### src/hdl/eight_bit_cpu_subset_core_assert.svh
// Assertion macros for the CPU subset core.
`ifndef EIGHT_BIT_CPU_SUBSET_CORE_ASSERT_SVH
`define EIGHT_BIT_CPU_SUBSET_CORE_ASSERT_SVH
// Implication checked on every clock edge outside reset.
`define CPU_ASSERT_IMP(label, clk, rst_n, ante, cons, msg) \
    label: assert property (@(posedge clk) disable iff (!rst_n) (ante) |-> (cons)) \
        else $error(msg);
// Next-cycle implication.
`define CPU_ASSERT_NEXT(label, clk, rst_n, ante, cons, msg) \
    label: assert property (@(posedge clk) disable iff (!rst_n) (ante) |=> (cons)) \
        else $error(msg);
`endif

### src/hdl/escc_pkg.sv
// Package: types, codes and cycle table of the CPU subset core.
package escc_pkg;
    localparam logic [15:0] START_ADDRESS_RESET = 16'h0100;

    localparam logic [1:0] OP_START = 2'd0;
    localparam logic [1:0] OP_READ  = 2'd1;
    localparam logic [1:0] OP_WACK  = 2'd2;

    localparam logic [1:0] ACC_READ  = 2'd0;
    localparam logic [1:0] ACC_WRITE = 2'd1;
    localparam logic [1:0] ACC_HALT  = 2'd2;

    localparam logic [2:0] PH_IDLE     = 3'd0;
    localparam logic [2:0] PH_FETCH    = 3'd1;
    localparam logic [2:0] PH_OPER1    = 3'd2;
    localparam logic [2:0] PH_OPER2    = 3'd3;
    localparam logic [2:0] PH_DATA     = 3'd4;
    localparam logic [2:0] PH_WACK     = 3'd5;
    localparam logic [2:0] PH_WACK_LOW = 3'd6;

    localparam logic [3:0] FZ = 4'b1000;
    localparam logic [3:0] FN = 4'b0100;
    localparam logic [3:0] FH = 4'b0010;
    localparam logic [3:0] FC = 4'b0001;

    typedef struct packed {
        logic [1:0] op;
        logic [7:0] read_data;
    } in_item_t;

    typedef struct packed {
        logic [1:0]  access;
        logic [15:0] address;
        logic [7:0]  write_data;
        logic        opcode_fetch;
        logic [4:0]  cycles;
        logic [3:0]  flags;
    } out_item_t;

    function automatic logic [4:0] cycle_count(input logic [7:0] opc);
        logic [4:0] c;
        c = 5'd4;
        case (opc)
            8'h01, 8'h11, 8'h21, 8'h31: c = 5'd12;
            8'h08:                      c = 5'd20;
            8'h02, 8'h03, 8'h06, 8'h09, 8'h0A, 8'h0B,
            8'h12, 8'h13, 8'h16, 8'h19, 8'h1A, 8'h1B, 8'h1E,
            8'h20, 8'h22, 8'h2E, 8'h30, 8'h32, 8'h3E, 8'hFE: c = 5'd8;
            8'h18:                      c = 5'd12;
            8'hC3, 8'hE0, 8'hF0:        c = (opc == 8'hC3) ? 5'd16 : 5'd12;
            default:                    c = 5'd4;
        endcase
        return c;
    endfunction
endpackage

### src/hdl/eight_bit_cpu_subset_core.sv
// Top level: bus-cycle CPU subset core with registered request output.
//
// Input channel (in_valid/in_stall/in_item): one bus event per item, a
// start token, a read byte or a write acknowledgment. Output channel
// (out_valid/out_stall/out_item): exactly one bus request per input item.
// Config channel (cfg_valid/cfg_ready/cfg_data): start address, to be
// written only while idle (core does not check); cfg_ready is always high.
// The request for an item is registered and appears on the output the
// cycle after acceptance. One item per cycle is taken while the input is
// not stalled; a single decode/execute stage feeds the output register.
// When the receiver stalls, the held request stays on the output and the
// input is stalled only while the output register is full and stalled.
// Reset clears all registers, loads the start address 0x100 and leaves
// the core waiting for a start token; the output is empty.
// An unimplemented opcode halts the core until the next start token.
module eight_bit_cpu_subset_core (
    input  logic              clk,
    input  logic              rst_n,
    input  logic              cfg_valid,
    output logic              cfg_ready,
    input  logic [15:0]       cfg_data,
    input  logic              in_valid,
    output logic              in_stall,
    input  escc_pkg::in_item_t  in_item,
    output logic              out_valid,
    input  logic              out_stall,
    output escc_pkg::out_item_t out_item
);
    import escc_pkg::*;

    logic [15:0] start_reg;
    logic [7:0]  a_reg, b_reg, c_reg, d_reg, e_reg, h_reg, l_reg, opc_reg, imm_reg;
    logic [7:0]  a_next, b_next, c_next, d_next, e_next, h_next, l_next, opc_next, imm_next;
    logic [3:0]  f_reg, f_next;
    logic [15:0] sp_reg, pc_reg, sp_next, pc_next;
    logic        ie_reg, ie_next, halt_reg, halt_next;
    logic [2:0]  ph_reg, ph_next;
    logic [1:0]  rqa_reg, rqa_next;
    logic [15:0] rqad_reg, rqad_next;
    logic [7:0]  rqd_reg, rqd_next;
    logic        rqf_reg, rqf_next;
    logic [4:0]  cyc;
    logic        ov_reg;
    logic        accept;

    assign cfg_ready = 1'b1;
    assign in_stall  = ov_reg && out_stall;
    assign accept    = in_valid && !in_stall;
    assign out_valid = ov_reg;

    always_comb
    begin
        logic [7:0]  rb, t8;
        logic [15:0] t16, hl, rr;
        logic [16:0] s17;
        logic [8:0]  s9;
        logic        fin, jr;
        rb = in_item.read_data;
        a_next = a_reg; b_next = b_reg; c_next = c_reg; d_next = d_reg;
        e_next = e_reg; h_next = h_reg; l_next = l_reg; f_next = f_reg;
        sp_next = sp_reg; pc_next = pc_reg; ie_next = ie_reg; halt_next = halt_reg;
        ph_next = ph_reg; opc_next = opc_reg; imm_next = imm_reg;
        rqa_next = rqa_reg; rqad_next = rqad_reg; rqd_next = rqd_reg; rqf_next = rqf_reg;
        cyc = 5'd0; fin = 1'b0; jr = 1'b0;
        hl = {h_reg, l_reg};
        rr = 16'd0; t8 = 8'd0; t16 = 16'd0; s17 = 17'd0; s9 = 9'd0;
        if (in_item.op == OP_START)
        begin
            halt_next = 1'b0;
            pc_next = start_reg;
            rqa_next = ACC_READ; rqad_next = start_reg; rqd_next = 8'd0; rqf_next = 1'b1;
            ph_next = PH_FETCH;
        end
        else if (!halt_reg)
        begin
            unique case (ph_reg)
                PH_FETCH:
                    if (in_item.op == OP_READ)
                    begin
                        opc_next = rb;
                        pc_next = pc_reg + 16'd1;
                        case (rb)
                            8'h00: fin = 1'b1;
                            8'h03, 8'h0B:
                            begin
                                t16 = (rb == 8'h03) ? {b_reg, c_reg} + 16'd1
                                                    : {b_reg, c_reg} - 16'd1;
                                {b_next, c_next} = t16; fin = 1'b1;
                            end
                            8'h13, 8'h1B:
                            begin
                                t16 = (rb == 8'h13) ? {d_reg, e_reg} + 16'd1
                                                    : {d_reg, e_reg} - 16'd1;
                                {d_next, e_next} = t16; fin = 1'b1;
                            end
                            8'h04, 8'h0C, 8'h14, 8'h1C, 8'h05, 8'h0D, 8'h15, 8'h1D:
                            begin
                                case (rb[4:3])
                                    2'd0: t8 = b_reg;
                                    2'd1: t8 = c_reg;
                                    2'd2: t8 = d_reg;
                                    default: t8 = e_reg;
                                endcase
                                if (rb[0])
                                begin
                                    f_next = (f_reg & FC) | FN | ((t8 == 8'd1) ? FZ : 4'd0)
                                           | ((t8[3:0] == 4'h0) ? FH : 4'd0);
                                    t8 = t8 - 8'd1;
                                end
                                else
                                begin
                                    f_next = (f_reg & FC) | ((t8 == 8'hFF) ? FZ : 4'd0)
                                           | ((t8[3:0] == 4'hF) ? FH : 4'd0);
                                    t8 = t8 + 8'd1;
                                end
                                case (rb[4:3])
                                    2'd0: b_next = t8;
                                    2'd1: c_next = t8;
                                    2'd2: d_next = t8;
                                    default: e_next = t8;
                                endcase
                                fin = 1'b1;
                            end
                            8'h07:
                            begin
                                f_next = a_reg[7] ? FC : 4'd0;
                                a_next = {a_reg[6:0], a_reg[7]};
                                fin = 1'b1;
                            end
                            8'h09, 8'h19:
                            begin
                                rr = rb[4] ? {d_reg, e_reg} : {b_reg, c_reg};
                                s17 = {1'b0, hl} + {1'b0, rr};
                                f_next = (f_reg & FZ)
                                       | (({1'b0, hl[11:0]} + {1'b0, rr[11:0]}) > 13'hFFF
                                          ? FH : 4'd0)
                                       | (s17[16] ? FC : 4'd0);
                                {h_next, l_next} = s17[15:0];
                                fin = 1'b1;
                            end
                            8'h80:
                            begin
                                s9 = {1'b0, a_reg} + {1'b0, b_reg};
                                f_next = ((s9[7:0] == 8'd0) ? FZ : 4'd0)
                                       | (({1'b0, a_reg[3:0]} + {1'b0, b_reg[3:0]}) > 5'hF
                                          ? FH : 4'd0)
                                       | (s9[8] ? FC : 4'd0);
                                a_next = s9[7:0];
                                fin = 1'b1;
                            end
                            8'hAF: begin a_next = 8'd0; f_next = FZ; fin = 1'b1; end
                            8'hF3: begin ie_next = 1'b0; fin = 1'b1; end
                            8'hFB: begin ie_next = 1'b1; fin = 1'b1; end
                            8'h02, 8'h12:
                            begin
                                rqa_next = ACC_WRITE; rqd_next = a_reg; rqf_next = 1'b0;
                                rqad_next = rb[4] ? {d_reg, e_reg} : {b_reg, c_reg};
                                ph_next = PH_WACK;
                            end
                            8'h22, 8'h32:
                            begin
                                rqa_next = ACC_WRITE; rqad_next = hl; rqd_next = a_reg;
                                rqf_next = 1'b0;
                                {h_next, l_next} = rb[4] ? hl - 16'd1 : hl + 16'd1;
                                ph_next = PH_WACK;
                            end
                            8'h0A, 8'h1A:
                            begin
                                rqa_next = ACC_READ; rqd_next = 8'd0; rqf_next = 1'b0;
                                rqad_next = rb[4] ? {d_reg, e_reg} : {b_reg, c_reg};
                                ph_next = PH_DATA;
                            end
                            8'h01, 8'h08, 8'h11, 8'h21, 8'h31, 8'hC3,
                            8'h06, 8'h0E, 8'h10, 8'h16, 8'h18, 8'h1E,
                            8'h20, 8'h2E, 8'h30, 8'h3E, 8'hE0, 8'hF0, 8'hFE:
                            begin
                                rqa_next = ACC_READ; rqad_next = pc_reg + 16'd1;
                                rqd_next = 8'd0; rqf_next = 1'b0;
                                pc_next = pc_reg + 16'd2;
                                ph_next = PH_OPER1;
                            end
                            default:
                            begin
                                pc_next = pc_reg;
                                halt_next = 1'b1;
                                rqa_next = ACC_HALT; rqad_next = pc_reg; rqd_next = 8'd0;
                                rqf_next = 1'b0;
                            end
                        endcase
                    end
                PH_OPER1:
                    if (in_item.op == OP_READ)
                    begin
                        fin = 1'b1;
                        case (opc_reg)
                            8'h01, 8'h08, 8'h11, 8'h21, 8'h31, 8'hC3:
                            begin
                                fin = 1'b0;
                                imm_next = rb;
                                rqa_next = ACC_READ; rqad_next = pc_reg; rqd_next = 8'd0;
                                rqf_next = 1'b0;
                                pc_next = pc_reg + 16'd1;
                                ph_next = PH_OPER2;
                            end
                            8'h06: b_next = rb;
                            8'h0E: c_next = rb;
                            8'h16: d_next = rb;
                            8'h1E: e_next = rb;
                            8'h2E: l_next = rb;
                            8'h3E: a_next = rb;
                            8'h18: jr = 1'b1;
                            8'h20: jr = !f_reg[3];
                            8'h30: jr = !f_reg[0];
                            8'hFE:
                            begin
                                t8 = a_reg - rb;
                                f_next = ((t8 == 8'd0) ? FZ : 4'd0) | FN
                                       | ((a_reg[3:0] < rb[3:0]) ? FH : 4'd0)
                                       | ((a_reg < rb) ? FC : 4'd0);
                            end
                            8'hE0, 8'hF0:
                            begin
                                fin = 1'b0;
                                rqad_next = {8'hFF, rb};
                                rqf_next = 1'b0;
                                if (opc_reg == 8'hE0)
                                begin
                                    rqa_next = ACC_WRITE; rqd_next = a_reg; ph_next = PH_WACK;
                                end
                                else
                                begin
                                    rqa_next = ACC_READ; rqd_next = 8'd0; ph_next = PH_DATA;
                                end
                            end
                            default: ;
                        endcase
                        if (jr)
                            pc_next = pc_reg + {{8{rb[7]}}, rb};
                    end
                PH_OPER2:
                    if (in_item.op == OP_READ)
                    begin
                        fin = 1'b1;
                        case (opc_reg)
                            8'h01: begin b_next = rb; c_next = imm_reg; end
                            8'h11: begin d_next = rb; e_next = imm_reg; end
                            8'h21: begin h_next = rb; l_next = imm_reg; end
                            8'h31: sp_next = {rb, imm_reg};
                            8'hC3: pc_next = {rb, imm_reg};
                            default:
                            begin
                                fin = 1'b0;
                                rqa_next = ACC_WRITE; rqad_next = {rb, imm_reg};
                                rqd_next = sp_reg[7:0]; rqf_next = 1'b0;
                                ph_next = PH_WACK_LOW;
                            end
                        endcase
                    end
                PH_DATA:
                    if (in_item.op == OP_READ)
                    begin
                        a_next = rb; fin = 1'b1;
                    end
                PH_WACK:
                    if (in_item.op == OP_WACK)
                        fin = 1'b1;
                PH_WACK_LOW:
                    if (in_item.op == OP_WACK)
                    begin
                        rqa_next = ACC_WRITE; rqad_next = rqad_reg + 16'd1;
                        rqd_next = sp_reg[15:8]; rqf_next = 1'b0;
                        ph_next = PH_WACK;
                    end
                default: ;
            endcase
            if (fin)
            begin
                rqa_next = ACC_READ; rqad_next = pc_next; rqd_next = 8'd0; rqf_next = 1'b1;
                cyc = cycle_count(opc_next);
                ph_next = PH_FETCH;
            end
        end
    end

    always_ff @(posedge clk or negedge rst_n)
    begin
        if (!rst_n)
        begin
            start_reg <= START_ADDRESS_RESET;
            a_reg <= '0; b_reg <= '0; c_reg <= '0; d_reg <= '0; e_reg <= '0;
            h_reg <= '0; l_reg <= '0; f_reg <= '0; sp_reg <= '0;
            pc_reg <= START_ADDRESS_RESET; ie_reg <= 1'b0; halt_reg <= 1'b0;
            ph_reg <= PH_IDLE; opc_reg <= '0; imm_reg <= '0;
            rqa_reg <= ACC_READ; rqad_reg <= '0; rqd_reg <= '0; rqf_reg <= 1'b0;
            ov_reg <= 1'b0;
            out_item <= '0;
        end
        else
        begin
            if (cfg_valid && cfg_ready)
                start_reg <= cfg_data;
            if (accept)
            begin
                a_reg <= a_next; b_reg <= b_next; c_reg <= c_next; d_reg <= d_next;
                e_reg <= e_next; h_reg <= h_next; l_reg <= l_next; f_reg <= f_next;
                sp_reg <= sp_next; pc_reg <= pc_next; ie_reg <= ie_next;
                halt_reg <= halt_next; ph_reg <= ph_next; opc_reg <= opc_next;
                imm_reg <= imm_next;
                rqa_reg <= rqa_next; rqad_reg <= rqad_next; rqd_reg <= rqd_next;
                rqf_reg <= rqf_next;
                out_item <= '{access: rqa_next, address: rqad_next, write_data: rqd_next,
                              opcode_fetch: rqf_next, cycles: cyc, flags: f_next};
                ov_reg <= 1'b1;
            end
            else if (!out_stall)
                ov_reg <= 1'b0;
        end
    end

`include "eight_bit_cpu_subset_core_assert.svh"

    `CPU_ASSERT_NEXT(a_start_fetch, clk, rst_n, accept && in_item.op == OP_START, out_valid && out_item.opcode_fetch && out_item.address == $past(start_reg), "start must fetch at start address")
    `CPU_ASSERT_IMP(a_halt_access, clk, rst_n, out_valid && halt_reg, out_item.access == ACC_HALT, "halted core must report halt")
    `CPU_ASSERT_IMP(a_cycles_fetch, clk, rst_n, out_valid && out_item.cycles != 5'd0, out_item.opcode_fetch, "cycle count only on opcode fetch")
    `CPU_ASSERT_NEXT(a_one_result, clk, rst_n, accept, out_valid, "every accepted item yields a result")
endmodule

### config.mk
export PLATFORM = sky130hd
export DESIGN_NAME = eight_bit_cpu_subset_core
export DESIGN_NICKNAME = d
export VERILOG_FILES = /design/src/hdl/escc_pkg.sv /design/src/hdl/eight_bit_cpu_subset_core.sv
export VERILOG_INCLUDE_DIRS = /design/src /design/src/hdl
export SDC_FILE = /design/constraint.sdc
export NUM_CORES = 1
export LEC_CHECK = 0
export ABC_AREA = 1
export ABC_CLOCK_PERIOD_IN_PS = 5100
export BUFFER_PORTS_ARGS = -buffer_cell sky130_fd_sc_hd__buf_2
export CORE_MARGIN = 4
export CORE_UTILIZATION = 25
export CTS_CLUSTER_SIZE = 20
export DETAILED_ROUTE_END_ITERATION = 7
export GPL_TIMING_DRIVEN = 1
export MAX_ROUTING_LAYER = met4
export PLACE_DENSITY_LB_ADDON = 0.3
export RECOVER_POWER = 100
export SKIP_LAST_GASP = 1
export SYNTH_ARGS = -nofsm -noshare
export SYNTH_HDL_FRONTEND = slang
export SYNTH_SLANG_ARGS = --single-unit
### constraint.sdc
create_clock -name clk -period 5.1 [get_ports clk]
set_input_delay 0.255 -clock clk [delete_from_list [all_inputs] [get_ports clk]]
set_output_delay 0.255 -clock clk [all_outputs]
set_load 0.005 [all_outputs]
==> results.sh, run 1 <==
export IMPL_status="complete, but fails checks"
export IMPL_violations="capacitance limit, slew limit"
export IMPL_period_needed_ns=4.37
export IMPL_num_antenna_cells=0
export IMPL_cp_end_kind="flop"
export IMPL_drt_iter0_drc=1962
export IMPL_async_reset_ff_share_pct=100
export IMPL_drc=0
export IMPL_path_buf_inv=4
export IMPL_crit_chain="inv_2 -> nor2_1 -> nand2_1 -> buf_4 -> nand2_1 -> inv_2 -> nor4_1 -> nand2_1 -> inv_2 -> o21ai_0 -> nor2_1 -> a22oi_1"
export IMPL_total_leakage_power_nw=8.91
export IMPL_drv_slew=82
export IMPL_cpMaxStageDelayCell="nor2_1"
export IMPL_clock_sinks=159
export IMPL_crit_type="reg2reg"
export IMPL_synth_edff_count=0
export IMPL_final_setup_tns_ns=0
export IMPL_antenna_left=0
export IMPL_peakVddDrop_mv=0.322
export IMPL_min_period_over_period_pct=85.6
export IMPL_worst_path_largest_cell_delay_ns=0.87
export IMPL_synth_mux_area_share_pct=0.207
export IMPL_synthFlopType="dfrtp_1"
export IMPL_start_kind="flop"
export IMPL_htreeDepth=4
export IMPL_hold_class="in2reg"
export IMPL_dp_hpwl_um=52900
export IMPL_overflow=0
export IMPL_worstPathArrival_ns=4.71
export IMPL_wirelength_um=68700
export IMPL_start_util_pct=25.3
export IMPL_clock_latency_ns=0.48
export IMPL_synthSimpleGateAreaFrac_pct=34.3
export IMPL_relSlewSlack_pct=-54.8
export IMPL_drive_gt1_share_pct=6.36
export IMPL_maxCapViolCount=1
export IMPL_p_per_area_nw_per_um2=567
export IMPL_ys_warn_count=0
export IMPL_avgSynthCellArea_um2=6.24
export IMPL_grt_pass1_wl_um=105000
export IMPL_core_um2=64600
export IMPL_cts_buffers=17
export IMPL_dr_pass1_iters=6
export IMPL_grt_pass1_vias=16900
export IMPL_wl_per_cell_um=19.5
export IMPL_yosys_area_share_adder_pct=8.21
export IMPL_layout_commonest_cell="nand2_1"
export IMPL_grt_max_degree=82
export IMPL_ys_ff_latch=159
export IMPL_routabilityCongestion=0.996
export IMPL_fp_dieW_um=264
export IMPL_final_cell_mix="nand2_1, nor2_1, inv_1, o21ai_0, a21oi_1"
export IMPL_finClkSkew_ns=0.0150
export IMPL_area_growth_pct=11.4
export IMPL_grt_util_all_layers_pct=19.8
export IMPL_clkTransAtPathRegs_ns=0.08
export IMPL_synth_xor_area_share_pct=3.00
export IMPL_synth_area_um2=16300
export IMPL_tightest_slew_ns=2.32
export IMPL_die_h_um=264
export IMPL_nets=2795
export IMPL_portBuffers=66
export IMPL_path_delay_family="simple AND/OR/NAND/NOR gates"
export IMPL_synth_top_family_by_area="simple AND/OR/NAND/NOR gates"
export IMPL_root_buffer="clkbuf_16"
export IMPL_synth_compound_area_share_pct=20.8
export IMPL_ys_seq_area_share_pct=24.4
export IMPL_cts_tree="done"
export IMPL_nFillCells=7295
export IMPL_antenna_found_initial=0
export IMPL_cts_max_path_buffers=2
export IMPL_fmax_mhz=229
export IMPL_hold_viol=0
export IMPL_via_per_inst=5.10
export IMPL_pin_count=70
export IMPL_rsz0062_at_grt="no"
export IMPL_setup_violations=0
export IMPL_worstPathMaxFanout=14
export IMPL_num_vias=18000
export IMPL_synthDistinctLibCells=66
export IMPL_rows=93
export IMPL_regToRegSetupSlack_ns=0.73
export IMPL_synthCells=2616
export IMPL_fin_cells=3529
export IMPL_dieArea_um2=69500
export IMPL_dp_cells=3480
export IMPL_worstPathRequired_ns=5.44
-- metrics by stage --
| stage | setup WS, ns | power [mW] | area [um2] | hold slack [ns] | util (%) |
|---|---|---|---|---|---|
| 3_5_place_dp | 1.20 | 8.84 | 17600 | 0.346 | 27.2 |
| 4_1_cts | 1.68 | 10.3 | 18300 | 0.00706 | 28.4 |
| 5_1_grt | 0.645 | 11.3 | 18200 | 0.0188 | 28.2 |
| 6_report | 0.732 | 10.3 | 18200 | 0.0217 | 28.2 |
| 3_3_place_gp | 1.17 | 8.88 | 17600 | 0.346 | 27.2 |
| 2_1_floorplan | 2.15 | 6.88 | 16300 | -0.0406 | - |
-- cells in the mapped netlist, types with 8 or more instances --
| cell type | number | area share [%] |
|---|---|---|
| nor3_1 | 30 | 0.92 |
| o21ai_0 | 230 | 7.0 |
| o211ai_1 | 31 | 1.4 |
| a31oi_1 | 33 | 1.3 |
| inv_1 | 239 | 5.5 |
| inv_2 | 18 | 0.41 |
| o21ai_1 | 16 | 0.49 |
| o31ai_1 | 10 | 0.46 |
| nand2_1 | 755 | 17 |
| xor2_1 | 35 | 1.9 |
| a21oi_1 | 190 | 5.8 |
| o22ai_1 | 22 | 0.84 |
| and2_1 | 8 | 0.31 |
| nor2_1 | 306 | 7.0 |
| dfrtp_1 | 157 | 24 |
| nand4_1 | 25 | 0.96 |
| clkbuf_1 | 41 | 0.94 |
| xnor2_1 | 21 | 1.1 |
| or2_2 | 8 | 0.31 |
| buf_1 | 9 | 0.21 |
| buf_4 | 9 | 0.41 |
| nand3_1 | 150 | 4.6 |
| ha_1 | 96 | 7.4 |
| a22oi_1 | 11 | 0.51 |
| nor2_2 | 9 | 0.34 |
| buf_2 | 28 | 0.86 |
-- layer usage --
layer  GRT usage, %  part of all wire, %
met5              -                    0
met1           27.1                   45
met4           7.06                  3.7
met2           30.1                   44
met3           2.41                  6.7
-- report_power, final --
part / leakage [nW] / switching, mW / internal, mW
clock: 0.294 / 0.647 / 0.741
sequential: 1.95 / 0.762 / 1.68
combinational: 6.67 / 4.24 / 2.24
total: 8.91 / 5.65 / 4.66
-- logic make-up after synthesis --
group,after synthesis
xor gates and xnor gates,56
adders and majority gates,103
other,2
DFF,159
AOI/OAI and AO/OA,601
muxes,3
buffers and inverters,357
and+or+nand+nor,1335
-- worst reg2reg max path, delay by kind of cell (launching register included) --
family | cells | cell delay [ns]
AND/OR/NAND/NOR | 6 | 2.77
AO/OA/AOI/OAI | 2 | 0.26
flip-flops | 1 | 0.48
buffers and inverters | 4 | 0.73
-- final cells by class --
type | instances | area (um2) | area share [%]
multi-input cells | 2101 | 10800 | 59.4
flip-flops and latches | 159 | 3980 | 21.9
well taps | 855 | 1070 | 5.88
inverters | 264 | 1010 | 5.54
repair buffers | 118 | 721 | 3.96
clock buffers | 18 | 429 | 2.36
clock inverters | 14 | 175 | 0.963
-- repair_timing --
item / 4_1_cts / 5_1_grt
buffers inserted: 0 / 0
hold buffers: 17 / 0
hold endpoints to repair: 93 / 0
resized for setup: 0 / 0
-- worst paths after layout --
path / start / to / depth (start not counted)
min in group asynchronous: rst_n / start_reg[15] / 2
max in group asynchronous: rst_n / d_reg[6] / 3
worst max-delay path: ph_reg[1] / f_reg[3] / 12
worst max register to register: ph_reg[1] / f_reg[3] / 12
worst min register to register: out_item[6] / out_item[6] / 2
worst min-delay path: cfg_data[14] / start_reg[14] / 3
Power figures use the tool's default switching activity.
==> run 2, diff against run 1 <==
--- a/config.mk
+++ b/config.mk
@@ -9,6 +9,8 @@
 export ABC_AREA = 1
 export ABC_CLOCK_PERIOD_IN_PS = 5100
 export BUFFER_PORTS_ARGS = -buffer_cell sky130_fd_sc_hd__buf_2
+export CELL_PAD_IN_SITES_DETAIL_PLACEMENT = 1
+export CELL_PAD_IN_SITES_GLOBAL_PLACEMENT = 2
 export CORE_MARGIN = 4
 export CORE_UTILIZATION = 25
 export CTS_CLUSTER_SIZE = 20
==> run 2 against run 1 <==
Compared with the run above: final cell count rose by 0.26%; register-to-register slack better by 0.15 ns; clock-buffer cell count decreased by 1; the run still ends with capacitance limit, slew limit left; via count is 3.2% higher; hold slack better by 0.18 ns; routed wire length increased by 15%; clock power about the same; sequential cell count unchanged; sequential share of layout area down 0.11 points; highest routed layer unchanged; first-iteration DRC count decreased by 30%; power grew 2.3%.
==> results.sh, run 2 (synthesized netlist as in run 1, its figures left out) <==
export IMPL_fp_dieW_um=264
export IMPL_cts_setup_buffers=0
export IMPL_relSlewSlack_pct=-144
export IMPL_num_antenna_cells=0
export IMPL_clock_power_share_pct=13.3
export IMPL_violations="capacitance limit, slew limit"
export IMPL_overflow=0
export IMPL_pin_count=70
export IMPL_root_buffer="clkbuf_16"
export IMPL_routabilityCongestion=0.918
export IMPL_start_kind="input port"
export IMPL_fin_ws_ns=0.772
export IMPL_layout_commonest_cell="nand2_1"
export IMPL_tightest_slew_ns=3.66
export IMPL_nets=2804
export IMPL_power_switching_mw=5.93
export IMPL_cts_buffers=17
export IMPL_cts_tree="done"
export IMPL_wirelength_um=79200
export IMPL_wl_per_cell_um=22.4
export IMPL_maxCapViolCount=1
export IMPL_fmax_mhz=231
export IMPL_rows=93
export IMPL_worstPathArrival_ns=4.75
export IMPL_min_period_over_period_pct=84.9
export IMPL_hold_class="in2reg"
export IMPL_p_sw_share_pct=56.2
export IMPL_core_um2=64600
export IMPL_cp_end_kind="flop"
export IMPL_final_area_um2=18300
export IMPL_ctsResizeCount=0
export IMPL_power_frac_seq_pct=22.8
export IMPL_p_per_area_nw_per_um2=577
export IMPL_total_leakage_power_nw=8.96
export IMPL_via_per_inst=5.25
export IMPL_peakVddDrop_mv=0.352
export IMPL_worstPathMaxFanout=18
export IMPL_cts_max_path_buffers=2
export IMPL_start_util_pct=25.3
export IMPL_placed_area_um2=17600
export IMPL_grt_util_all_layers_pct=23.2
export IMPL_area_growth_pct=12.0
export IMPL_hold_viol=0
export IMPL_final_setup_tns_ns=0
export IMPL_crit_type="in2reg"
export IMPL_drt_iter0_drc=1381
export IMPL_drive_gt1_share_pct=6.78
export IMPL_worstPathRequired_ns=5.52
export IMPL_clock_latency_ns=0.50
export IMPL_setup_violations=0
export IMPL_num_vias=18600
export IMPL_drv_slew=63
export IMPL_clock_sinks=159
export IMPL_grt_max_degree=98
export IMPL_drc=0
export IMPL_dieArea_um2=69500
export IMPL_rsz0062_at_grt="no"
export IMPL_dp_slack_ns=1.16
export IMPL_grt_pass1_wl_um=120000
export IMPL_clkTransAtPathRegs_ns=0.08
export IMPL_htreeDepth=4
export IMPL_portBuffers=66
export IMPL_finClkSkew_ns=0.0153
export IMPL_antenna_found_initial=4
export IMPL_pwr_share_comb_pct=63.9
export IMPL_intPower_mw=4.62
export IMPL_period_needed_ns=4.33
export IMPL_status="complete, but fails checks"
export IMPL_die_h_um=264
export IMPL_final_cell_mix="nand2_1, nor2_1, inv_1, o21ai_0, a21oi_1"
export IMPL_dp_hpwl_um=61600
export IMPL_grt_pass1_vias=19000
export IMPL_dr_pass1_iters=6
export IMPL_antenna_left=0
run 2: changes by cell type in the layout (fill, tap and decap cells not counted), sizes merged:
cell           before  now
inv               267  268
dlygate4sd3        17   19
clkbuf             46   42
clkinvlp            1    2
bufinv              2    0
clkinv              8    9
clkdlybuf4s25       0    1
buf                73   82
run 2: what timing repair did:
action	4_1_cts	5_1_grt
endpoints found under the setup margin	0	0
endpoints found under the hold margin	79	0
hold buffers	19	0
run 2: final timing paths:
check	startpoint	end	slack, ns	cells past startpoint
min in group asynchronous	rst_n	start_reg[13]	1.70	2
hold reg to reg	out_item[6]	out_item[6]	0.49	2
setup / recovery	in_item[5]	rqad_reg[5]	0.77	15
max in group asynchronous	rst_n	e_reg[6]	1.26	2
setup reg to reg	out_valid	f_reg[3]	0.88	15
hold / removal	in_item[7]	sp_reg[15]	0.20	3
run 2: final cells by class:
cell class	count	area, um2
Tap cell	855	1070
Sequential cell	159	3980
Inverter	264	1010
Timing Repair Buffer	127	810
Clock inverter	15	189
Multi-Input combinational cell	2101	10800
Fill cell	8256	46300
Clock buffer	17	425
run 2: critical path, cell delays in order:
cell      delay (ns)
clkbuf_1        0.72
clkinv_4        0.29
nand2_1         0.13
nor2_1          0.09
nand2_1         0.62
nand3_1         0.15
nor2_1          0.18
nand3_1         0.75
nand2_1         0.37
nand3_1         0.31
nand2_1         0.33
a21boi_0        0.17
nand3_1         0.13
nand3_1         0.08
a21oi_1         0.15
run 2: power groups by stage:
stage	sequential [mW]	combinational, mW	clock (mW)
after floorplan	2.07	4.81	0
after global placement	2.42	6.55	0
after detailed placement	2.43	6.70	0
after CTS	2.41	6.75	1.44
after global routing	2.48	7.63	1.49
final	2.41	6.74	1.41
run 2: layer usage:
layer / GRT usage [%] / wire [um] / vias to the layer above
li1: - / - / 8807
met5: - / 0 / -
met4: 6.88 / 2360 / 0
met1: 31.0 / 36800 / 9182
met2: 35.7 / 35600 / 476
met3: 4.29 / 4550 / 104
run 2: through the flow:
| step | hold WS [ns] | std cells | total power, mW | util, % |
|---|---|---|---|---|
| after floorplan | -0.0406 | 2617 | 6.88 | - |
| after global placement | 0.296 | 3487 | 8.98 | 27.3 |
| after detailed placement | 0.299 | 3487 | 9.13 | 27.3 |
| after CTS | 0.171 | 3538 | 10.6 | 28.5 |
| after global routing | 0.182 | 3538 | 11.6 | 28.3 |
| final | 0.203 | 3538 | 10.6 | 28.3 |
==> run 3, diff against run 2 <==
--- a/config.mk
+++ b/config.mk
@@ -6,8 +6,8 @@
 export SDC_FILE = /design/constraint.sdc
 export NUM_CORES = 1
 export LEC_CHECK = 0
-export ABC_AREA = 1
-export ABC_CLOCK_PERIOD_IN_PS = 5100
+export ABC_AREA = 0
+export ABC_CLOCK_PERIOD_IN_PS = 3800
 export BUFFER_PORTS_ARGS = -buffer_cell sky130_fd_sc_hd__buf_2
 export CELL_PAD_IN_SITES_DETAIL_PLACEMENT = 1
 export CELL_PAD_IN_SITES_GLOBAL_PLACEMENT = 2
==> constraint.sdc (replaced) <==
create_clock -name clk -period 3.8 [get_ports clk]
set_input_delay 0.19 -clock clk [delete_from_list [all_inputs] [get_ports clk]]
set_output_delay 0.19 -clock clk [all_outputs]
set_load 0.005 [all_outputs]
==> run 3 against run 2 <==
Compared with the run above: the run still ends with capacitance limit, slew limit left; register-to-register slack lost 0.73 ns; synthesized area shrank 2.0%; die area shrank 1.9%; hold slack got worse by 0.0022 ns; clock power up 31%.
==> results.sh, run 3 <==
export IMPL_status="complete, but fails checks"
export IMPL_violations="capacitance limit, slew limit"
export IMPL_grt_max_degree=69
export IMPL_ys_warn_count=0
export IMPL_synthMostInstantiatedCell="nand2_1"
export IMPL_clock_sinks=159
export IMPL_period_needed_ns=3.65
export IMPL_ys_ff_latch=159
export IMPL_cts_max_path_buffers=2
export IMPL_path_buf_inv=3
export IMPL_nFillCells=7658
export IMPL_nets=2286
export IMPL_synthCells=2048
export IMPL_drv_slew=60
export IMPL_setup_violations=0
export IMPL_relSlewSlack_pct=-18.2
export IMPL_hold_ws_ns=0.200
export IMPL_yosys_top_cells_count="nand2_1, o21ai_0, nor2_1, a21oi_1, dfrtp_1"
export IMPL_fmax_mhz=274
export IMPL_synthSimpleGateAreaFrac_pct=20.1
export IMPL_layout_commonest_cell="nand2_1"
export IMPL_die_h_um=261
export IMPL_core_um2=63200
export IMPL_ys_seq_area_share_pct=24.9
export IMPL_synthDistinctLibCells=97
export IMPL_clkTransAtPathRegs_ns=0.07
export IMPL_synth_compound_area_share_pct=30.5
export IMPL_drt_iter0_drc=1616
export IMPL_worstPathMaxFanout=25
export IMPL_min_period_over_period_pct=96.2
export IMPL_intPower_mw=6.27
export IMPL_hold_viol=0
export IMPL_cts_buffers=17
export IMPL_wirelength_um=81000
export IMPL_portBuffers=66
export IMPL_yosys_area_share_adder_pct=8.38
export IMPL_cp_end_kind="flop"
export IMPL_synth_xor_area_share_pct=5.80
export IMPL_critPathMostFrequentCell="clkbuf_1"
export IMPL_root_buffer="clkbuf_16"
export IMPL_power_switching_mw=6.56
export IMPL_htreeDepth=4
export IMPL_wl_per_cell_um=26.9
export IMPL_total_leakage_power_nw=7.66
export IMPL_pin_count=70
export IMPL_maxCapViolCount=1
export IMPL_antenna_left=0
export IMPL_dr_pass1_iters=5
export IMPL_routabilityCongestion=0.946
export IMPL_drive_gt1_share_pct=13.3
export IMPL_cts_tree="done"
export IMPL_clock_power_share_pct=14.4
export IMPL_yosys_area_top_type="dfrtp_1"
export IMPL_worstPathRequired_ns=4.19
export IMPL_grt_pass1_wl_um=120000
export IMPL_synthFlopType="dfrtp_1"
export IMPL_yosysTopAreaCellShare_pct=24.6
export IMPL_dieArea_um2=68100
export IMPL_overflow=0
export IMPL_worst_path_largest_cell_delay_ns=0.60
export IMPL_final_cell_mix="nand2_1, o21ai_0, nor2_1, a21oi_1, dfrtp_1"
export IMPL_path_delay_family="buffers and inverters"
export IMPL_antenna_found_initial=2
export IMPL_p_per_area_nw_per_um2=693
export IMPL_power_frac_seq_pct=24.2
export IMPL_hold_class="in2reg"
export IMPL_num_vias=17300
export IMPL_rows=92
export IMPL_crit_type="reg2reg"
export IMPL_synth_edff_count=0
export IMPL_synth_area_um2=16000
export IMPL_avgSynthCellArea_um2=7.81
export IMPL_start_kind="flop"
export IMPL_pwr_share_comb_pct=61.4
export IMPL_grt_pass1_vias=17500
export IMPL_drc=0
export IMPL_dp_hpwl_um=62100
export IMPL_peakVddDrop_mv=0.438
export IMPL_finClkSkew_ns=0.0201
export IMPL_start_util_pct=25.3
export IMPL_p_sw_share_pct=51.1
export IMPL_fp_dieW_um=261
export IMPL_cts_setup_buffers=0
export IMPL_synth_area_top_cells="dfrtp_1, ha_1, o21ai_0"
export IMPL_tightest_slew_ns=1.77
export IMPL_async_reset_ff_share_pct=100
export IMPL_clock_latency_ns=0.51
export IMPL_worstPathArrival_ns=4.04
export IMPL_synth_mux_area_share_pct=5.36
export IMPL_crit_chain="clkbuf_2 -> nand3b_1 -> clkbuf_1 -> o21ai_0 -> a311oi_1 -> clkbuf_1 -> o211ai_1 -> o21a_1"
export IMPL_cpMaxStageDelayCell="clkbuf_1"
export IMPL_area_growth_pct=15.7
export IMPL_synth_top_family_by_area="compound AO/OA/AOI/OAI gates"
export IMPL_via_per_inst=5.75
export IMPL_rsz0062_at_grt="no"
export IMPL_grt_util_all_layers_pct=24.3
export IMPL_final_setup_tns_ns=0
run 3: cell count changes after synthesis, sizes merged, moves of 19 or more:
cell,delta
nor2b,+20
nand3,-98
xnor2,+43
o21ai,-56
inv,-214
nand2,-548
a21o,+27
o31ai,+19
and3,+31
clkbuf,+59
nor2,-146
nor3,+25
mux2,+52
a21oi,-20
run 3: layer usage:
layer	wire length [um]	vias up	share of wire [%]	GRT usage [%]
met2	35900	603	44	36.7
met5	0	-	0	-
met4	2970	0	3.7	8.81
li1	-	7866	-	-
met1	36700	8734	45	32.7
met3	5460	118	6.7	4.50
run 3: final cells by class:
type | count | area [um2] | share of cell area [%]
multi-input cells | 1701 | 11200 | 60.5
clock buffers | 18 | 429 | 2.32
clock inverters | 14 | 159 | 0.858
flip-flops and latches | 159 | 3980 | 21.5
diodes | 1 | 2.50 | 0.0135
well taps | 846 | 1060 | 5.72
inverters | 52 | 195 | 1.05
repair buffers | 221 | 1490 | 8.03
run 3: final timing paths:
| kind | depth (start not counted) | start | slack, ns | end |
|---|---|---|---|---|
| worst min register to register | 2 | f_reg[2] | 0.48 | f_reg[2] |
| worst max register to register | 8 | ph_reg[0] | 0.15 | l_reg[3] |
| min in group asynchronous | 2 | rst_n | 0.67 | b_reg[6] |
| worst min-delay path | 2 | cfg_valid | 0.20 | start_reg[6] |
| max in group asynchronous | 3 | rst_n | 1.30 | f_reg[0] |
| worst max-delay path | 8 | ph_reg[0] | 0.15 | l_reg[3] |
run 3: worst register-to-register path: cells and delay by family (launching register included):
kind	cells	cell delay [ns]
compound gates	4	1.16
buf+inv	3	1.51
flops	1	0.57
simple gates	1	0.30
run 3: metrics by stage:
stage | utilization, % | power [mW] | cell area [um2] | std cells | worst slack (ns)
2_1_floorplan | - | 8.06 | 16000 | 2049 | 0.0312
3_3_place_gp | 28.3 | 10.8 | 17900 | 2960 | 0.305
3_5_place_dp | 28.3 | 10.9 | 17900 | 2960 | 0.148
4_1_cts | 29.5 | 12.9 | 18700 | 3011 | 0.314
5_1_grt | 29.3 | 13.9 | 18500 | 3012 | 0.00304
6_report | 29.3 | 12.8 | 18500 | 3012 | 0.145
run 3: cell families after synthesis:
logic type / count (synthesis)
buffers and inverters: 189
other: 2
adder cells (fa/ha/maj): 103
multiplexers: 71
AND/OR/NAND/NOR: 679
AO/OA/AOI/OAI: 739
flip-flops: 159
XOR/XNOR: 106
run 3: power by group through the flow:
stage / logic (mW) / registers (mW) / clock network [mW]
3_5_place_dp: 7.79 / 3.11 / 0
5_1_grt: 8.72 / 3.16 / 1.98
2_1_floorplan: 5.48 / 2.58 / 0
6_report: 7.87 / 3.11 / 1.85
3_3_place_gp: 7.68 / 3.11 / 0
4_1_cts: 7.87 / 3.08 / 1.91
run 3: timing repair:
action	in CTS	in global routing
gates resized for setup	0	0
hold endpoints to repair	75	0
hold buffers	19	0
setup endpoints to repair	0	0
